===== src/sv/dzpd_pkg.sv =====
package dzpd_pkg;

    localparam int unsigned DIST_W  = 16;
    localparam int unsigned FILL_W  = 3;
    localparam int unsigned SLOT_W  = 2;
    localparam int unsigned NUM_SLOTS = 3;

    // apb register map, one 32-bit word per register
    localparam int unsigned APB_ADDR_W = 3;
    localparam int unsigned APB_DATA_W = 32;
    localparam logic REG_THRESHOLD = 1'b0;
    localparam logic REG_MIN_VALID = 1'b1;

    localparam logic [DIST_W-1:0] THRESHOLD_RESET = 16'd1700;
    localparam logic [DIST_W-1:0] MIN_VALID_RESET = 16'd40;

    // path fill runs from start to full
    localparam logic [FILL_W-1:0] FILL_START = 3'd1;
    localparam logic [FILL_W-1:0] FILL_FULL  = 3'd4;
    localparam logic [FILL_W-1:0] FILL_SLOT_BASE = 3'd2;

    // combined occupancy codes, bit0 left, bit1 right
    localparam logic [SLOT_W-1:0] OCC_LEFT  = 2'd1;
    localparam logic [SLOT_W-1:0] OCC_RIGHT = 2'd2;
    localparam logic [SLOT_W-1:0] OCC_BOTH  = 2'd3;

    typedef enum logic [1:0] {
        PASSAGE_NONE = 2'd0,
        PASSAGE_IN   = 2'd1,
        PASSAGE_OUT  = 2'd2
    } passage_t;

    typedef logic [SLOT_W-1:0] slot_t;

endpackage


===== src/sv/dzpd_occ.sv =====
// zone occupancy classification of one reading
module dzpd_occ (
    input  logic [dzpd_pkg::DIST_W-1:0] distance_mm,
    input  logic [dzpd_pkg::DIST_W-1:0] presence_threshold_mm,
    input  logic [dzpd_pkg::DIST_W-1:0] floor_mm,
    output logic                        occupied
);
    import dzpd_pkg::*;

    logic above_min;
    logic below_thr;

    assign above_min = distance_mm > floor_mm;
    assign below_thr = distance_mm < presence_threshold_mm;

    // msb set on either side reads as negative in the signed view
    assign occupied = !distance_mm[DIST_W-1] && !presence_threshold_mm[DIST_W-1]
                      && above_min && below_thr;

endmodule


===== src/sv/dual_zone_passage_direction.sv =====
// a request accepted at one edge shows its passage on m_ outputs after that edge,
//   through the result register
// throughput: one request per cycle; s_ready drops only while a result waits on m_ready
// reset: synchronous active-low aresetn clears both zones, sets path fill to 1,
//   restores register defaults and empties the result register
module dual_zone_passage_direction (
    input  logic                                aclk,
    input  logic                                aresetn,
    input  logic                                psel,
    input  logic                                penable,
    input  logic                                pwrite,
    input  logic [dzpd_pkg::APB_ADDR_W-1:0]     paddr,
    input  logic [dzpd_pkg::APB_DATA_W-1:0]     pwdata,
    output logic [dzpd_pkg::APB_DATA_W-1:0]     prdata,
    output logic                                pready,
    input  logic                                s_valid,
    output logic                                s_ready,
    input  logic [dzpd_pkg::DIST_W-1:0]         s_distance_mm,
    input  logic                                s_zone_right,
    output logic                                m_valid,
    input  logic                                m_ready,
    output logic [1:0]                          m_passage
);
    import dzpd_pkg::*;

    logic [DIST_W-1:0] threshold_reg;
    logic [DIST_W-1:0] min_valid_reg;
    logic              left_occ_reg, left_occ_next;
    logic              right_occ_reg, right_occ_next;
    slot_t             slots_reg [NUM_SLOTS];
    logic [FILL_W-1:0] fill_reg, fill_next;
    logic              m_valid_reg;
    passage_t          passage_reg, passage_next;

    logic              cur_occ;
    logic              changed;
    logic              both_empty;
    slot_t             status;
    logic [FILL_W-1:0] fill_inc;
    logic [FILL_W-1:0] slot_off;
    logic              s_accept;
    logic              cfg_write;

    dzpd_occ u_occ (
        .distance_mm           (s_distance_mm),
        .presence_threshold_mm (threshold_reg),
        .floor_mm              (min_valid_reg),
        .occupied              (cur_occ)
    );

    assign s_ready  = !m_valid_reg || m_ready;
    assign s_accept = s_valid && s_ready;
    assign m_valid  = m_valid_reg;
    assign m_passage = passage_reg;

    assign pready    = 1'b1;
    assign cfg_write = psel && penable && pwrite;

    always_comb begin
        prdata = '0;
        unique case (paddr[2])
            REG_THRESHOLD: prdata[DIST_W-1:0] = threshold_reg;
            REG_MIN_VALID: prdata[DIST_W-1:0] = min_valid_reg;
            default:       prdata = '0;
        endcase
    end

    always_comb begin
        left_occ_next  = left_occ_reg;
        right_occ_next = right_occ_reg;
        changed        = 1'b0;
        if (s_zone_right) begin
            right_occ_next = cur_occ;
            changed        = cur_occ != right_occ_reg;
        end else begin
            left_occ_next = cur_occ;
            changed       = cur_occ != left_occ_reg;
        end
        status     = {right_occ_next, left_occ_next};
        both_empty = !left_occ_next && !right_occ_next;
        fill_inc   = (fill_reg < FILL_FULL) ? fill_reg + FILL_START : fill_reg;
        slot_off   = fill_inc - FILL_SLOT_BASE;

        fill_next    = fill_reg;
        passage_next = PASSAGE_NONE;
        if (changed) begin
            if (both_empty) begin
                fill_next = FILL_START;
                if (fill_inc == FILL_FULL) begin
                    if (slots_reg[0] == OCC_LEFT && slots_reg[1] == OCC_BOTH
                            && slots_reg[2] == OCC_RIGHT) begin
                        passage_next = PASSAGE_IN;
                    end else if (slots_reg[0] == OCC_RIGHT && slots_reg[1] == OCC_BOTH
                            && slots_reg[2] == OCC_LEFT) begin
                        passage_next = PASSAGE_OUT;
                    end
                end
            end else begin
                fill_next = fill_inc;
            end
        end
    end

    always_ff @(posedge aclk) begin
        if (!aresetn) begin
            threshold_reg <= THRESHOLD_RESET;
            min_valid_reg <= MIN_VALID_RESET;
            left_occ_reg  <= 1'b0;
            right_occ_reg <= 1'b0;
            fill_reg      <= FILL_START;
            m_valid_reg   <= 1'b0;
            for (int i = 0; i < NUM_SLOTS; i++) begin
                slots_reg[i] <= '0;
            end
        end else begin
            if (cfg_write) begin
                unique case (paddr[2])
                    REG_THRESHOLD: threshold_reg <= pwdata[DIST_W-1:0];
                    REG_MIN_VALID: min_valid_reg <= pwdata[DIST_W-1:0];
                    default: ;
                endcase
            end
            if (s_accept) begin
                left_occ_reg  <= left_occ_next;
                right_occ_reg <= right_occ_next;
                fill_reg      <= fill_next;
                // on a change that leaves a zone occupied, write slot (fill-1), or slot 2 once fill is full
                if (changed && !both_empty) begin
                    slots_reg[slot_off[1:0]] <= status;
                end
                m_valid_reg <= 1'b1;
            end else if (m_ready) begin
                m_valid_reg <= 1'b0;
            end
        end
    end

    always_ff @(posedge aclk) begin
        if (s_accept) begin
            passage_reg <= passage_next;
        end
    end

endmodule


===== config.mk =====
export PLATFORM = sky130hd
export DESIGN_NAME = dual_zone_passage_direction
export DESIGN_NICKNAME = d
export VERILOG_FILES = /design/src/sv/dzpd_pkg.sv /design/src/sv/dzpd_occ.sv /design/src/sv/dual_zone_passage_direction.sv
export SDC_FILE = /design/constraint.sdc
export NUM_CORES = 1
export LEC_CHECK = 0
export BUFFER_PORTS_ARGS = -buffer_cell sky130_fd_sc_hd__clkbuf_2
export CAP_MARGIN = 20
export CORE_UTILIZATION = 50
export CTS_BUF_LIST = sky130_fd_sc_hd__clkbuf_8
export CTS_CLUSTER_DIAMETER = 150
export DETAILED_ROUTE_END_ITERATION = 10
export GPL_ROUTABILITY_DRIVEN = 0
export PLACE_DENSITY_LB_ADDON = 0.1
export SLEW_MARGIN = 5
export SYNTH_ARGS = -nofsm -noshare
export SYNTH_HDL_FRONTEND = slang
export SYNTH_SLANG_ARGS = --single-unit
export TNS_END_PERCENT = 20

===== constraint.sdc =====
create_clock -name aclk -period 3.4 [get_ports aclk]
set_clock_uncertainty 0.15 [all_clocks]
set_input_delay 0.34 -clock aclk [delete_from_list [all_inputs] [get_ports aclk]]
set_output_delay 0.34 -clock aclk [all_outputs]
set_load 0.005 [all_outputs]

* Word level (Yosys, flattened, before mapping)
Memory sizes are Yosys's and may differ from the RTL's. Index checks and enable logic that the tools add are counted.
Storage, ports and cells: bits in registers 40, latch bits 0, RAM bits 6, bits in read-only memories 0, input port bits 59, output and inout port bits 37, word-level logic and storage cells 70, memories 1
Memory list:
- slots_reg | words 3, bits a word 2, read ports 3, clocked after Yosys merged registers in 0, wr ports 3, line dual_zone_passage_direction.sv:30 | slot_t slots_reg [NUM_SLOTS];
Cells by class: add/subtract/negate cells 2, multipliers 0, divide/modulo/power cells 0, $lt $le $gt $ge 3, equal/unequal tests 8, shifts and indexed selects 0, muxes and demuxes 18, bitwise gates (word level) 4, reduce and logical (&&, ||, !) cells 26
Operators by type and width (number):
- $pmux W16 S2 | 1
- $gt A16 B16 Y1 | 1
- $lt A16 B16 Y1 | 1
- $logic_and A1 B1 Y1 | 12
- $mux W1 | 12
- $eq A2 B2 Y1 const B | 3
- $logic_not A1 Y1 | 6
- $mux W2 | 3
- $mux W3 | 2
- $reduce_and A2 Y1 | 3
- $eq A2 B1 Y1 const B | 2
- $not A1 Y1 | 4
- $reduce_or A4 Y1 | 1
- $add A3 B1 Y3 const B | 1
- $eq A3 B3 Y1 const B | 1
- $lt A3 B3 Y1 const B | 1
- $reduce_and A3 Y1 | 1
- $ne A1 B1 Y1 | 2
- $reduce_bool A2 Y1 | 1
- $reduce_or A2 Y1 | 1
- $sub A2 B2 Y2 const B | 1
- $logic_or A1 B1 Y1 | 1

* Depth between registers and ports, before layout
Gate-level depths: netlist of the first run.
depth after elaboration 15, mapped depth 9, mapped depth without buffers 9

* Cells and area by module
From an unflattened synthesis of the first run, not the netlist that was laid out.
Second synthesis, totals: cell total of the unflattened synthesis 384, area, all modules 3115.5 um2
Modules (own cells, without submodules):
- dual_zone_passage_direction | times used 1, cells an instance 272, area each 2321.0 um2, sequential area each 1001.0 um2
- dzpd_occ | times used 1, cells an instance 112, area each 794.5 um2, sequential area each 0.0 um2

* Worst setup path after synthesis of the first run
No wires, ideal clock.
kind register to register, from register min_valid_reg[14], to memory slots_reg[0][0] (netlist bit) (enable), setup time 0.327 ns, data arrival time 2.060 ns, required time 2.923 ns, path slack 0.863 ns, stages on the path, launching flop included 10, buffers on the path 0, period minus slack after synthesis 2.537 ns, path through dfxtp_1 inv_1 ha_1 a21oi_1 nand2_1 a221o_1 o31a_1 a21oi_1 o21ai_1 o21ai_0
RTL lines:
- start: declaration | line dual_zone_passage_direction.sv:27 | logic [DIST_W-1:0] min_valid_reg;
- start signal: assignment | line dual_zone_passage_direction.sv:119 | REG_MIN_VALID: min_valid_reg <= pwdata[DIST_W-1:0];
- end: declaration | line dual_zone_passage_direction.sv:30

==> results.tsv, run 1 <==
metric	value	unit
Sw Ratio	26.2	%
status	finished clean	
met3 Use GR	3.64	%
Synth Flop Type	dfxtp_1	
crit path cell chain	inv_1 -> ha_1 -> nand4_1 -> nor4_1 -> nor4b_2 -> o31ai_4 -> nor2_2 -> nand4b_1 -> a211oi_1	
clk sinks	46	
Mean Syn Cell Area	7.70	um2
combinational fraction of design power	15.9	%
Int Pwr	0.881	mW
global route hottest layer	met2	
YS warnings	0	
antenna violations before repair	0	
post-synthesis cell type count	49	
post-CTS sizing	0	
drt total wl	7030	um
worst reg2reg setup slack	0.58	ns
depth of the CTS H-tree	2	
critical path class	register to register	
MaxCap Viol Count	0	
final core occ	58.7	%
Worst slew margin	58.9	%
Post-Place Cells	518	
Critical Path RT	3.37	ns
Nets	542	
final worst-path cycle share	83.1	%
fin area	3470	um2
synthesis-to-layout area growth	13.1	%
CTS Root Cell	clkbuf_8	
HPWL Detailed	5250	um
clock latency on the worst-skew pair	0.30	ns
Post-CTS Hold Buffers	0	
number of diodes	0	
most common cell after layout, fill and taps aside	nand2_1	
Worst Max-Slew Pin Slew	0.617	ns
crit-path max cell delay	0.41	ns
crit-path max FO	9	
VDD IR max	0.197	mV
leak pwr	1.47	nW
CP max-delay cell	nor4b_2	
share of layout cells above drive strength 1	17.7	%
Mapped Area	3070	um2
I/O Buffers	60	
Top Ports	96	
Gate Count Post-Synth	399	
met1 Use GR	31.2	%
placed cell areas	3360	um2
Die H	80.4	um
CTS tree	done	
final global-route overflow total	0	
Setup Viol. Count Final	0	
Clock Power Share	35.7	%
global-route met2 utilization	39.9	%
critical path buffer and inverter count	1	
FMAX	354	MHz
Core Region	5920	um2
Wirelength per Cell	13.4	um
Post-DRT Antenna Nets	0	
non-filler cells, final	526	
Slew Viols, Final	0	
vias in the first global route	2584	
die area	6460	um2
critical path endpoint category	register	
power per cell area	343	nW/um2
unrepaired setup endpoints after global routing	no	
largest net degree at the start of global routing	35	
total track usage	23.6	%
setup TNS	0	ns
residual DRC count	0	
routed via count	2784	
Final Hold Fails	0	
CP arrival	2.80	ns
cts bufs inserted	5	
worst hold slack	0.116	ns
most frequent cells in the layout	nand2_1, clkbuf_2, a21oi_1	
DRT iter0 DRCs	109	
Vias per Instance	5.29	
EDFF count, synth	8	
Clock Tree Buf Depth	2	
critical path's top delay family	simple AND/OR/NAND/NOR gates	
1st-pass router iterations	4	
width of the die	80.4	um
# fillers	596	
Seq/Total Area, Yosys	32.6	%
Synth Register Bits	46	
first-pass GRT wire length	11700	um
standard-cell rows	28	
launching element type of the critical path	register	
Psw	0.312	mW
clk slew on worst S/H paths	0.09	ns
fin crit period	2.82	ns
Post-CTS Repair Setup Buffers	0	
initial core utilization	51.9	%
worst hold path class	primary input to register	
asr flop ratio synth	0	%
Seq pwr share	48.4	%
[power groups by stage]
| stage | clock (mW) | combinational (mW) | sequential [mW] |
|---|---|---|---|
| after detailed placement | 0 | 0.189 | 0.591 |
| after global routing | 0.451 | 0.218 | 0.581 |
| after global placement | 0 | 0.185 | 0.590 |
| after floorplan | 0 | 0.134 | 0.587 |
| final | 0.426 | 0.189 | 0.578 |
| after CTS | 0.437 | 0.190 | 0.578 |
[metal layers]
metal | share of wire, % | vias to the layer above
li1 | - | 1437
met1 | 48 | 1256
met2 | 46 | 82
met3 | 5.2 | 9
met4 | 1.3 | 0
met5 | 0 | -
[worst register-to-register path, delay by kind of cell, from the launching register on]
family | cells | cell delay [ns]
and+or+nand+nor | 5 | 1.32
buffers and inverters | 1 | 0.06
DFF | 1 | 0.37
adders and majority gates | 1 | 0.29
AOI/OAI and AO/OA | 2 | 0.46
[cell usage after synthesis (2+ instances only)]
master      n  area, um2
buf_4      17        128
ha_1       33        413
edfxtp_1    8        240
conb_1      2       7.51
nand2b_1    5       31.3
nand4b_1    2       17.5
o211ai_1    8       60.1
nand2_1    86        323
a31oi_1     3       18.8
a211oi_1    4       30.0
nor2_1     18       67.6
nor3_1      3       15.0
o2111ai_1   2       17.5
o21a_1      2       15.0
nand4_1     4       25.0
nor3b_1     2       15.0
or4bb_1     2       22.5
o21ai_0    27        135
clkbuf_1   18       67.6
nand3_1     7       35.0
mux2_2      3       33.8
dfxtp_1    38        761
a21oi_1    43        215
a21o_1      2       15.0
inv_1      36        135
[cells by family (layout without fill, tap and decap cells)]
family | after synthesis | in the layout | share of synthesized area [%]
simple gates | 139 | 139 | 20.6
fa+ha+maj | 33 | 33 | 13.4
buf+inv | 72 | 109 | 10.9
flops | 46 | 46 | 32.6
compound gates | 103 | 103 | 20.8
mux | 4 | 4 | 1.43
other cells | 2 | 17 | 0.244
[final cells by class]
cell class,count,area [um2],area share [%]
clock inverter,2,33.8,0.972
inverter,37,139,4.00
sequential,46,1000,28.8
tap,75,93.8,2.70
multi-input combinational,296,1790,51.6
timing repair buffer,64,330,9.51
clock buffer,6,82.6,2.38
[metrics by stage]
stage | setup slack, ns | total power [mW]
final | 0.576 | 1.19
after global routing | 0.311 | 1.25
after CTS | 0.575 | 1.21
after detailed placement | 0.513 | 0.779
after global placement | 0.511 | 0.775
after floorplan | 0.863 | 0.721
[path summary, 6_finish.rpt]
check / to / depth (start not counted) / start
setup reg to reg: slots_reg[0][0] / 9 / min_valid_reg[9]
setup / recovery: slots_reg[0][0] / 9 / min_valid_reg[9]
hold / removal: threshold_reg[0] / 3 / pwdata[0]
hold reg to reg: threshold_reg[13] / 2 / threshold_reg[13]
Note: power is estimated with default switching activity, not from simulation.
==> run 2, diff against run 1 <==
--- a/config.mk
+++ b/config.mk
@@ -5,6 +5,7 @@
 export SDC_FILE = /design/constraint.sdc
 export NUM_CORES = 1
 export LEC_CHECK = 0
+export ABC_AREA = 1
 export BUFFER_PORTS_ARGS = -buffer_cell sky130_fd_sc_hd__clkbuf_2
 export CAP_MARGIN = 20
 export CORE_UTILIZATION = 50
==> constraint.sdc (replaced) <==
create_clock -name aclk -period 2.6 [get_ports aclk]
set_clock_uncertainty 0.15 [all_clocks]
set_input_delay 0.26 -clock aclk [delete_from_list [all_inputs] [get_ports aclk]]
set_output_delay 0.26 -clock aclk [all_outputs]
set_load 0.005 [all_outputs]
==> run 2 against run 1 <==
  * Fmax rose by 18%
  * Synthesized cell count rose by 0.50%
  * Sequential share of layout area rose by 1.1 points
  * Die area fell by 4.6%
  * Sequential cell count did not move
  * Area after synthesis fell by 4.8%
  * Core utilization rose by 1.4 points
  * Total power rose by 35%
  * Hold slack got worse by 0.085 ns
  * Critical endpoint unchanged
  * Largest cell class unchanged
==> results.tsv, run 2 <==
metric	value	unit	change
status	finished clean		unchanged
met2 WL	2880	um	was 3210 um
MaxCap Viol Count	0		unchanged
Register-to-Register Path Depth	11		was 9
fin crit period	2.40	ns	was 2.82 ns
Yosys top cell by area	dfxtp_1		unchanged
Hold EP	threshold_reg[5]		was threshold_reg[0]
FMAX	417	MHz	was 354 MHz
Seq. cell area	1000	um2	unchanged
most numerous cell in the Yosys netlist	nand2_1		unchanged
placed cell areas	3230	um2	was 3360 um2
post-CTS sizing	0		unchanged
CTS Root Cell	clkbuf_8		unchanged
worst reg2reg setup slack	0.20	ns	was 0.58 ns
Core Region	5570	um2	was 5920 um2
leak pwr	1.64	nW	was 1.47 nW
DRT iter0 DRCs	75		was 109
Hold Crit Start	pwdata[5]		was pwdata[0]
crit-path max FO	4		was 9
total track usage	21.4	%	was 23.6%
fin area	3350	um2	was 3470 um2
CP max-delay cell	dfxtp_1		was nor4b_2
most frequent cells in the layout	nand2_1, clkbuf_2, inv_1		was nand2_1, clkbuf_2, a21oi_1
Post-CTS Repair Setup Buffers	0		unchanged
final worst-path cycle share	92.2	%	was 83.1%
drt total wl	6090	um	was 7030 um
clock latency on the worst-skew pair	0.30	ns	about the same
HPWL Detailed	4570	um	was 5250 um
VDD IR max	0.252	mV	was 0.197 mV
first-pass GRT wire length	10300	um	was 11700 um
Worst Max-Slew Pin Slew	0.794	ns	was 0.617 ns
Sw Ratio	27.1	%	was 26.2%
1st-pass router iterations	4		unchanged
standard-cell rows	27		was 28
I/O Buffers	60		unchanged
final global-route overflow total	0		unchanged
worst hold path class	primary input to register		unchanged
width of the die	78.5	um	was 80.4 um
critical path's top delay family	simple AND/OR/NAND/NOR gates		unchanged
post-synthesis compound-gate area fraction	18.3	%	was 20.8%
R2R Path End	slots_reg[0][0]		unchanged
synthesis-to-layout area growth	14.4	%	was 13.1%
Psw	0.437	mW	was 0.312 mW
adder and majority gate portion of the synthesized area	14.1	%	was 13.4%
Final Hold Fails	0		unchanged
largest net degree at the start of global routing	33		was 35
share of layout cells above drive strength 1	18.7	%	was 17.7%
Synth Register Bits	46		unchanged
DR top layer	met4		unchanged
Mean Syn Cell Area	7.30	um2	was 7.70 um2
met3 wire len	321	um	was 364 um
setup TNS	0	ns	unchanged
critical path buffer and inverter count	2		was 1
launching element type of the critical path	register		unchanged
cts bufs inserted	5		unchanged
Critical Path RT	2.47	ns	was 3.37 ns
Crit Reg-Reg Startpoint	threshold_reg[15]		was min_valid_reg[9]
Yosys top cell area share	26.0	%	was 24.8%
die area	6160	um2	was 6460 um2
clk sinks	46		unchanged
routed via count	2607		was 2784
vias in the first global route	2415		was 2584
area of the multi-input gates	1580	um2	was 1790 um2
Int Pwr	1.17	mW	was 0.881 mW
power per cell area	481	nW/um2	was 343 nW/um2
wl on met1	2780	um	was 3370 um
post-synthesis cell type count	28		was 49
clk slew on worst S/H paths	0.09	ns	about the same
Nets	550		was 542
crit-path max cell delay	0.31	ns	was 0.41 ns
CP arrival	2.27	ns	was 2.80 ns
Overall Power	1.61	mW	was 1.19 mW
Seq pwr share	47.4	%	was 48.4%
critical path endpoint category	register		unchanged
Post-CTS Hold Buffers	0		unchanged
Worst slew margin	47.0	%	was 58.9%
combinational fraction of design power	18.0	%	was 15.9%
Top Ports	96		unchanged
Synth area leaders	dfxtp_1, ha_1, o21ai_0		was dfxtp_1, ha_1, nand2_1
Vias per Instance	4.91		was 5.29
most common cell after layout, fill and taps aside	nand2_1		unchanged
Mapped Area	2930	um2	was 3070 um2
Die H	78.5	um	was 80.4 um
number of diodes	0		unchanged
Post-synth top cells	nand2_1, inv_1, o21ai_0, a21oi_1, dfxtp_1		was nand2_1, a21oi_1, dfxtp_1, inv_1, ha_1
Seq/Total Area, Yosys	34.2	%	was 32.6%
critical path class	register to register		unchanged
Clock Tree Buf Depth	2		unchanged
CTS tree	done		unchanged
depth of the CTS H-tree	2		unchanged
Setup Viol. Count Final	0		unchanged
residual DRC count	0		unchanged
CP Depth	11		was 9
crit path cell chain	inv_1 -> ha_1 -> nor2_2 -> inv_1 -> nor4_2 -> nand2_1 -> nand4_1 -> nand2_2 -> nor2_4 -> nand4_2 -> nand2_1		was inv_1 -> ha_1 -> nand4_1 -> nor4_1 -> nor4b_2 -> o31ai_4 -> nor2_2 -> nand4b_1 -> a211oi_1
Wirelength per Cell	11.5	um	was 13.4 um
initial core utilization	52.5	%	was 51.9%
Clock Power Share	34.6	%	was 35.7%
Synth Flop Type	dfxtp_1		unchanged
Min-Delay Path Depth	3		unchanged
Gate Count Post-Synth	401		was 399
mux cell area share after synthesis	0.342	%	was 1.43%
largest family of logic cells by synthesized area	simple AND/OR/NAND/NOR gates		was compound AO/OA/AOI/OAI gates
unrepaired setup endpoints after global routing	no		unchanged
antenna violations before repair	0		unchanged
# fillers	532		was 596
YS warnings	0		unchanged
Slew Viols, Final	0		unchanged
asr flop ratio synth	0	%	unchanged
EDFF count, synth	8		unchanged
Post-DRT Antenna Nets	0		unchanged
XOR/XNOR share of the synthesized area	0.299	%	was 0%
Post-Synth Simple-Gate Area	18.7	%	was 20.6%
-- run 2: routing by layer --
layer	track usage, %	up-vias
met5	0	-
met2	38.7	70
met4	7.78	0
met1	24.3	1145
li1	-	1384
met3	4.77	8
-- run 2: how the worst max path moves through the flow --
stage | startpoint | end | slack [ns]
floorplan | threshold_reg[11] | slots_reg[0][0] | 0.48
global placement | s_distance_mm[15] | slots_reg[2][0] | 0.18
detailed placement | s_distance_mm[15] | slots_reg[0][0] | 0.15
CTS | threshold_reg[15] | slots_reg[0][0] | 0.18
global route | min_valid_reg[7] | slots_reg[0][0] | 0.02
finish | threshold_reg[15] | slots_reg[0][0] | 0.20
-- run 2: cell families after synthesis --
family                     count (synthesis)
adders and majority gates                 33
AOI/OAI and AO/OA                        103
DFF                                       46
xor gates and xnor gates                   1
buffers and inverters                     90
and+or+nand+nor                          125
muxes                                      1
other                                      2
-- run 2: worst min-delay path: stages --
cell and delay [ns]:
clkbuf_2 0.09, a21oi_1 0.05, o21ai_0 0.06
-- run 2: area by class of cell --
class	count	area share [%]
flip-flops and latches	46	29.9
clock buffers	6	2.47
clock inverters	2	1.01
inverters	61	6.84
well taps	72	2.69
repair buffers	64	9.87
multi-input cells	280	47.2
-- run 2: power groups by stage --
| stage | Sequential (mW) | Combinational (mW) | Clock, mW |
|---|---|---|---|
| 2_1_floorplan | 0.778 | 0.209 | 0 |
| 5_1_grt | 0.766 | 0.338 | 0.586 |
| 3_5_place_dp | 0.780 | 0.290 | 0 |
| 4_1_cts | 0.763 | 0.292 | 0.569 |
| 3_3_place_gp | 0.779 | 0.285 | 0 |
| 6_report | 0.763 | 0.290 | 0.557 |
-- run 2: per-stage QoR --
step / util, % / hold slack, ns / worst slack (ns) / std cells
after global routing: 60.0 / 0.0314 / 0.0216 / 531
after CTS: 60.0 / 0.0257 / 0.180 / 531
final: 60.0 / 0.0311 / 0.203 / 531
after global placement: 58.0 / 0.311 / 0.185 / 523
after floorplan: - / 0.236 / 0.482 / 416
after detailed placement: 58.0 / 0.317 / 0.155 / 523
==> run 3, diff against run 2 <==
--- a/config.mk
+++ b/config.mk
@@ -8,6 +8,7 @@
 export ABC_AREA = 1
 export BUFFER_PORTS_ARGS = -buffer_cell sky130_fd_sc_hd__clkbuf_2
 export CAP_MARGIN = 20
+export CORE_MARGIN = 8
 export CORE_UTILIZATION = 50
 export CTS_BUF_LIST = sky130_fd_sc_hd__clkbuf_8
 export CTS_CLUSTER_DIAMETER = 150
==> run 3 against run 2 <==
  * Non-clock buffer count is the same
  * Setup slack gained 0.024 ns
  * Combinational power is essentially flat
  * Die area grew 39%
  * Total power grew 4.9%
  * Final cell count grew 0.56%
  * Fmax grew 1.0%
  * Routed wire length grew 8.0%
  * Sequential cell count is the same
  * Largest cell class unchanged
==> results.tsv, run 3 (synthesis gave the netlist of run 2 again) <==
metric	value	unit	change
status	finished clean		unchanged
cts bufs inserted	5		unchanged
area of the multi-input gates	1580	um2	unchanged
VDD IR max	0.261	mV	was 0.252 mV
post-place setup slack	0.151	ns	was 0.155 ns
Sw Ratio	26.1	%	was 27.1%
Post-CTS Hold Buffers	0		unchanged
critical path endpoint category	register		unchanged
Wirelength per Cell	12.3	um	was 11.5 um
crit path cell chain	inv_1 -> ha_1 -> nor2_2 -> inv_1 -> nor4_2 -> nand2_1 -> nand4_1 -> nand2_2 -> nor2_4 -> nand4_2 -> nand2_1		unchanged
clk sinks	46		unchanged
R2R Path End	slots_reg[0][1]		was slots_reg[0][0]
CTS tree	done		unchanged
HPWL Detailed	5200	um	was 4570 um
Worst slew margin	48.4	%	was 47.0%
CTS Root Cell	clkbuf_8		unchanged
Clock Tree Buf Depth	2		unchanged
Worst Max-Slew Pin Slew	0.773	ns	was 0.794 ns
DRT iter0 DRCs	52		was 75
1st-pass router iterations	4		unchanged
width of the die	92.5	um	was 78.5 um
Register-to-Register Path Depth	11		unchanged
Seq pwr share	45.2	%	was 47.4%
Seq. cell area	1000	um2	unchanged
drt total wl	6580	um	was 6090 um
Post-Place Cells	526		was 523
depth of the CTS H-tree	2		unchanged
placed cell areas	3230	um2	about the same
Vias per Instance	4.77		was 4.91
Setup Viol. Count Final	0		unchanged
Psw	0.440	mW	was 0.437 mW
Nets	550		unchanged
CP max-delay cell	dfxtp_1		unchanged
total track usage	15.7	%	was 21.4%
Core Region	5780	um2	was 5570 um2
final worst-path cycle share	91.3	%	was 92.2%
vias in the first global route	2610		was 2415
final setup margin	0.227	ns	was 0.203 ns
synthesis-to-layout area growth	15.2	%	was 14.4%
Hold Crit Start	pwdata[2]		was pwdata[5]
residual DRC count	0		unchanged
Min-Delay Path Depth	3		unchanged
most frequent cells in the layout	nand2_1, clkbuf_2, inv_1		unchanged
number of diodes	0		unchanged
power per cell area	501	nW/um2	was 481 nW/um2
critical path class	register to register		unchanged
non-filler cells, final	534		was 531
die area	8560	um2	was 6160 um2
first-pass GRT wire length	11100	um	was 10300 um
final global-route overflow total	0		unchanged
Slew Viols, Final	0		unchanged
initial core utilization	50.6	%	was 52.5%
worst reg2reg setup slack	0.23	ns	was 0.20 ns
Hold EP	threshold_reg[2]		was threshold_reg[5]
post-CTS sizing	0		unchanged
launching element type of the critical path	register		unchanged
Final Hold Fails	0		unchanged
unrepaired setup endpoints after global routing	no		unchanged
largest net degree at the start of global routing	33		unchanged
critical path's top delay family	simple AND/OR/NAND/NOR gates		unchanged
Int Pwr	1.25	mW	was 1.17 mW
clock latency on the worst-skew pair	0.30	ns	about the same
fin crit period	2.37	ns	was 2.40 ns
Critical Path RT	2.47	ns	about the same
routed via count	2545		was 2607
combinational fraction of design power	17.4	%	was 18.0%
Post-DRT Antenna Nets	0		unchanged
I/O Buffers	60		unchanged
worst hold slack	0.0376	ns	was 0.0311 ns
leak pwr	1.64	nW	about the same
Top Ports	96		unchanged
standard-cell rows	28		was 27
# fillers	572		was 532
setup TNS	0	ns	unchanged
Clock Power Share	37.5	%	was 34.6%
worst hold path class	primary input to register		unchanged
fin area	3370	um2	was 3350 um2
Die H	92.5	um	was 78.5 um
antenna violations before repair	0		unchanged
Post-CTS Repair Setup Buffers	0		unchanged
share of layout cells above drive strength 1	19.0	%	was 18.7%
CP arrival	2.25	ns	was 2.27 ns
critical path buffer and inverter count	2		unchanged
MaxCap Viol Count	0		unchanged
most common cell after layout, fill and taps aside	nand2_1		unchanged
crit-path max cell delay	0.31	ns	about the same
crit-path max FO	4		unchanged
Crit Reg-Reg Startpoint	threshold_reg[15]		unchanged
clk slew on worst S/H paths	0.09	ns	about the same
FMAX	421	MHz	was 417 MHz
-- run 3: changes by cell type in the layout (fill, tap and decap cells not counted) --
cell       change
clkinv_4       +1
clkbuf_8       -1
bufinv_16      +1
inv_1          -1
-- run 3: worst max path at each step --
| stage | from | endpoint | slack, ns | cells past startpoint |
|---|---|---|---|---|
| after global routing | min_valid_reg[15] | slots_reg[0][1] | 0.007 | 14 |
| final | threshold_reg[15] | slots_reg[0][1] | 0.23 | 11 |
| after CTS | threshold_reg[15] | slots_reg[2][1] | 0.22 | 11 |
| after detailed placement | s_distance_mm[15] | slots_reg[2][0] | 0.15 | 12 |
| after floorplan | threshold_reg[11] | slots_reg[0][0] | 0.48 | 12 |
| after global placement | s_distance_mm[15] | slots_reg[1][1] | 0.20 | 12 |
-- run 3: power groups by stage --
stage | logic, mW | clock network, mW | registers (mW)
4_1_cts | 0.296 | 0.647 | 0.764
5_1_grt | 0.342 | 0.665 | 0.766
3_5_place_dp | 0.295 | 0 | 0.780
2_1_floorplan | 0.209 | 0 | 0.778
6_report | 0.293 | 0.633 | 0.763
3_3_place_gp | 0.288 | 0 | 0.779
-- run 3: routing by layer --
metal / track usage (%) / share of wire [%] / vias up
li1: - / - / 1385
met1: 18.3 / 46 / 1102
met2: 27.5 / 47 / 51
met3: 3.56 / 5.5 / 7
met4: 5.50 / 1.3 / 0
met5: 0 / 0 / -
-- run 3: stage by stage --
stage          power, mW  utilization (%)
4_1_cts             1.71             58.3
5_1_grt             1.77             58.3
6_report            1.69             58.3
3_3_place_gp        1.07             56.0
3_5_place_dp        1.07             56.0
2_1_floorplan      0.987                -
-- run 3: cell type report --
type                            instances  area share [%]
Multi-Input combinational cell        280            46.9
Sequential cell                        46            29.7
Timing Repair Buffer                   64            9.80
Tap cell                               75            2.78
Clock buffer                            5            2.04
Inverter                               61            6.79
Clock inverter                          3            2.04
-- run 3: worst register-to-register path, cell delays in order (launching register included) --
cell and delay [ns]:
dfxtp_1 0.31, inv_1 0.07, ha_1 0.30, nor2_2 0.15, inv_1 0.08, nor4_2 0.27
nand2_1 0.14, nand4_1 0.16, nand2_2 0.10, nor2_4 0.14, nand4_2 0.11, nand2_1 0.12
